### config.mk
export PLATFORM = sky130hd
export DESIGN_NAME = ingc_ctrl
export DESIGN_NICKNAME = d
export VERILOG_FILES = /design/src/rtl/core/ingc_pkg.sv /design/src/rtl/core/ingc_ctrl.sv
export SDC_FILE = /design/constraint.sdc
export NUM_CORES = 1
export LEC_CHECK = 0
export BUFFER_PORTS_ARGS = -buffer_cell sky130_fd_sc_hd__buf_4
export CAP_MARGIN = 10
export CORE_AREA = 2 2 39 41
export CTS_CLUSTER_SIZE = 12
export DETAILED_ROUTE_END_ITERATION = 8
export DIE_AREA = 0 0 41 43
export PLACE_DENSITY = 0.53
export SYNTH_ARGS = -nofsm -noshare
export SYNTH_HDL_FRONTEND = slang
export SYNTH_SLANG_ARGS = --single-unit
### constraint.sdc
create_clock -name clk -period 3.49 [get_ports clk]
set_input_delay 0.698 -clock clk [delete_from_list [all_inputs] [get_ports clk]]
set_output_delay 0.698 -clock clk [all_outputs]
set_load 0.05 [all_outputs]
### src/rtl/core/ingc_pkg.sv
// Shared types and constants of the inode number goal chooser.
package ingc_pkg;

    localparam int NUM_GROUPS_DEF = 1024;

    localparam int INUM_W   = 48;
    localparam int POS_W    = 32;
    localparam int USED_W   = 25;
    localparam int INDEX_W  = 10;
    localparam int FACTOR_W = 15;
    localparam int PROD_W   = FACTOR_W + POS_W;
    localparam int IDEAL_W  = 32;

    localparam logic [FACTOR_W-1:0] FILE_SCALE = FACTOR_W'((1 << 13) / 24);
    localparam logic [FACTOR_W-1:0] DIR_SCALE  = FACTOR_W'((50 * (1 << 13)) / 24);
    localparam logic [INUM_W-1:0]   CLUSTER_SPAN = 48'd32;
    localparam logic [INUM_W:0]     MKDIR_RANGE  = 49'd10;
    localparam logic [INUM_W-1:0]   AGE1_USED    = 48'd32768;
    localparam logic [INUM_W-1:0]   AGE2_USED    = 48'd262144;

    typedef logic [2:0] cfg_index_t;

    localparam cfg_index_t CFG_BLOCK_BITS    = 3'd0;
    localparam cfg_index_t CFG_GROUP_BITS    = 3'd1;
    localparam cfg_index_t CFG_VOLUME_BLOCKS = 3'd2;
    localparam cfg_index_t CFG_FIRST_NORMAL  = 3'd3;
    localparam cfg_index_t CFG_ROOT_DIR      = 3'd4;

    localparam logic [4:0]  RST_BLOCK_BITS   = 5'd12;
    localparam logic [4:0]  RST_GROUP_BITS   = 5'd13;
    localparam logic [47:0] RST_VOLUME       = 48'd0;
    localparam logic [15:0] RST_FIRST_NORMAL = 16'd64;
    localparam logic [15:0] RST_ROOT_DIR     = 16'd1;

    typedef enum logic [2:0] {
        ST_CLEAR,
        ST_IDLE,
        ST_GUESS,
        ST_EVAL,
        ST_SCAN,
        ST_DONE
    } state_t;

    typedef struct packed {
        logic clr;
        logic load;
        logic guess;
        logic eval;
        logic scan;
        logic push;
    } cmd_t;

    typedef struct packed {
        logic clear_last;
        logic is_dir;
        logic hit;
        logic more;
    } status_t;

endpackage

### src/rtl/core/ingc_ctrl.sv
// Controller state machine of the inode number goal chooser.
module ingc_ctrl (
    input  logic              clk,
    input  logic              rst_n,
    input  logic              in_valid,
    input  logic              in_func,
    output logic              in_ready,
    input  logic              out_ready,
    output logic              out_valid,
    input  ingc_pkg::status_t st,
    output ingc_pkg::cmd_t    cmd
);
    import ingc_pkg::*;

    state_t state_reg;
    state_t state_next;
    logic   out_valid_reg;
    logic   out_valid_next;
    logic   push;

    always_ff @(posedge clk or negedge rst_n)
    begin
        if (!rst_n)
        begin
            state_reg     <= ST_CLEAR;
            out_valid_reg <= 1'b0;
        end
        else
        begin
            state_reg     <= state_next;
            out_valid_reg <= out_valid_next;
        end
    end

    always_comb
    begin
        state_next = state_reg;
        case (state_reg)
            ST_CLEAR:
            begin
                if (st.clear_last)
                begin
                    state_next = ST_IDLE;
                end
            end
            ST_IDLE:
            begin
                if (in_valid && in_func)
                begin
                    state_next = ST_GUESS;
                end
            end
            ST_GUESS:
            begin
                state_next = ST_EVAL;
            end
            ST_EVAL:
            begin
                state_next = st.is_dir ? ST_SCAN : ST_DONE;
            end
            ST_SCAN:
            begin
                if (st.hit || !st.more)
                begin
                    state_next = ST_DONE;
                end
            end
            ST_DONE:
            begin
                if (!out_valid_reg || out_ready)
                begin
                    state_next = ST_IDLE;
                end
            end
            default:
            begin
                state_next = ST_IDLE;
            end
        endcase
    end

    always_comb
    begin
        in_ready  = 1'b0;
        push      = 1'b0;
        cmd       = '0;
        case (state_reg)
            ST_CLEAR:
            begin
                cmd.clr = 1'b1;
            end
            ST_IDLE:
            begin
                in_ready = 1'b1;
                cmd.load = in_valid;
            end
            ST_GUESS:
            begin
                cmd.guess = 1'b1;
            end
            ST_EVAL:
            begin
                cmd.eval = 1'b1;
            end
            ST_SCAN:
            begin
                cmd.scan = 1'b1;
            end
            ST_DONE:
            begin
                push     = !out_valid_reg || out_ready;
                cmd.push = push;
            end
            default:
            begin
                cmd = '0;
            end
        endcase
    end

    always_comb
    begin
        out_valid_next = out_valid_reg;
        if (push)
        begin
            out_valid_next = 1'b1;
        end
        else if (out_ready)
        begin
            out_valid_next = 1'b0;
        end
    end

    assign out_valid = out_valid_reg;

endmodule

==> impl_metrics.csv <==
group,metric,value,unit
power_and_ir_drop,power.density,1035,nW/µm²
clock_network,clk_path_buf_depth,2,
power_and_ir_drop,share_comb_of_total_power,0.638,
routing,avgRoutedWirePerCell,10.85,µm
synth,yosys.area.top_type,"dfrtp_1",
synth,yosysUniqueCellTypes,23,
sta,final-hold-violation-count,0,
floorplan,start_util,0.2441,
floorplan,die_area,1763,µm²
worst_setup_path,r2r-start,"state_reg[2]",
floorplan,dieWidth,41,µm
routing,drt_first_pass_iters,4,
power_and_ir_drop,pwr-share-seq,0.245,
sta,finalMaxSlewViolations,0,
clock_network,clk-insertion-delay-late,230,ps
routing,wirelength,673,µm
sta,finalSetupTns,0,ps
worst_hold_path,min_path_type,"in -> async",
sta,rsz0062_at_grt,"no",
synth,synth_top_area_share,0.2963,
routing,drt_iter0_markers,2,
power_and_ir_drop,internal_power,0.0002293,W
synth,synth_area,337.8,µm²
power_and_ir_drop,finalPower,0.0004727,W
worst_setup_path,start_kind,"flip-flop",
worst_setup_path,rr_worst_depth,3,
placed_design,gp_congestion,0.6447,
clock_network,cts_setup_buffers,0,
sta,worstMarginPinSlew,425.0,ps
synth,seq_area_frac_synth,0.2963,
power_and_ir_drop,vdd_drop_max,0.3378,mV
routing,vias,278,
cells_and_area,final_cell_mix,"16 x buf_4, 4 x dfrtp_1, 3 x clkbuf_4",
cells_and_area,n_antenna_cell,0,
floorplan,std_cell_rows,14,
clock_network,htreeDepth,1,
worst_setup_path,crit_start,"state_reg[0]",
sta,setup_viol,0,
floorplan,core_area,1384,µm²
routing,detail-route-antenna-nets,0,
routing,route.detailed.drc,0,
placed_design,port_buffers,16,
sta,period_share,0.6171,
cells_and_area,drive_above_1_share,0.5435,
routing,avgViaCountPerCell,4.484,
worst_setup_path,worstPathRequired,2790,ps
power_and_ir_drop,clockPowerShare,0.118,
cells_and_area,fin_util,0.3300,
sta,fin_crit,2154,ps
power_and_ir_drop,swShare,0.5149,
clock_network,clockRootBuffer,"clkbuf_4",
clock_network,clk_pin_slew,40,ps
cells_and_area,syn_to_final_growth,35.19,%
clock_network,cts_inserted_buffers,3,
sta,finClkSkew,3.277,ps
clock_network,cts_tree,"done",
cells_and_area,layout_commonest_cell,"buf_4",
synth,synth_nets,40,
worst_setup_path,arrival,1460,ps
floorplan,die_y,43,µm
sta,fmax,464.4,MHz
sta,maxSlewHeadroom,0.7167,
grt,grt_pass1_vias,264,
grt,grt_pass1_wl,1.097,mm
flow_run,maxCapViolations,0,
power_and_ir_drop,p_sw,0.0002434,W
worst_setup_path,crit_fanout,10,
cells_and_area,largest_reg_flops,3,
cells_and_area,fin_cells,62,
synth,synth_area_leaders,"dfrtp_1 30%, nor4b_4 7.0%, buf_6 6.7%",
run_status,status,"completed",
grt,antenna_found_initial,0,
power_and_ir_drop,p_leak,0.2131,nW
sta,whs,254.5,ps
grt,overflow,0,
floorplan,ioPinCount,17,
placed_design,dpl.cell_count,59,
clock_network,hold_buffers,0,
grt,grt_use_total,0.09970,
worst_setup_path,critPathCaptureType,"primary output",
cells_and_area,fin_nets,57,
worst_setup_path,critPathKind,"reg -> out",
synth,netlist_instances,31,
grt,grt_max_degree,11,
synth,avgSynthCellArea,10.90,µm²
clock_network,numClockSinks,4,
synth,ys_seq_elements,4,
clock_network,ctsResizeCount,0,
synth,ys_warn_count,0,
[metrics by stage]
stage,setup slack [ps],instance area (µm²)
5_1_grt,1197,456.7
4_1_cts,1298,456.7
2_1_floorplan,1096,337.8
3_3_place_gp,1373,434.2
3_5_place_dp,1373,434.2
6_report,1336,456.7
[kinds of logic after synthesis]
logic type / after synthesis / synth area share
flops: 4 / 0.2963
xor+xnor: 1 / 0.02593
simple gates: 19 / 0.4482
compound gates: 3 / 0.09999
buf+inv: 4 / 0.1296
[power groups by stage]
stage               Sequential, W  Clock [W]  Combinational [W]
floorplan               0.0000918          0           0.000282
global placement         0.000115          0           0.000303
detailed placement       0.000115          0           0.000305
CTS                      0.000115  0.0000586           0.000305
global route             0.000121  0.0000634           0.000326
finish                   0.000116  0.0000557           0.000301
[path summary, 6_finish.rpt]
check | to | slack, ps
setup / recovery | cmd[4] | 1340
hold / removal | out_valid | 250
setup reg to reg | state_reg[0] | 2100
hold reg to reg | out_valid | 620
max in group asynchronous | state_reg[0] | 3130
min in group clk | out_valid | 620
[routing by layer]
layer / track usage / up-vias / wire [µm]
met5: 0 / - / 0
met4: 0.1200 / 0 / 19
met3: 0.01571 / 2 / 50
met2: 0.1188 / 14 / 281
met1: 0.1299 / 118 / 322
li1: - / 144 / -
[cell type report]
cell class / instances / area (µm²)
repair buffers: 16 / 120.1
fillers: 157 / 927.1
well taps: 16 / 20.02
clock buffers: 3 / 22.52
multi-input cells: 23 / 193.9
flip-flops and latches: 4 / 100.1
[critical path: stages, from the launching register on]
cell	delay [ps]
dfrtp_1	560
nor3b_4	320
and2_1	160
buf_4	190
[Yosys cell counts]
master    instances
dfrtp_1           4
a221o_1           1
buf_6             2
buf_4             1
xnor2_1           1
nor4b_4           1
nor3_1            1
and2_1            1
or3_1             1
nor2b_4           1
nand3_1           2
nor3b_4           1
nand3b_1          1
nor2b_1           1
nand2b_1          1
nor2_1            2
a311oi_1          1
nand2_1           2
clkbuf_8          1
nor3b_1           2
a221oi_2          1
or2b_2            1
and2_4            1
Power figures use the tool's default switching activity.
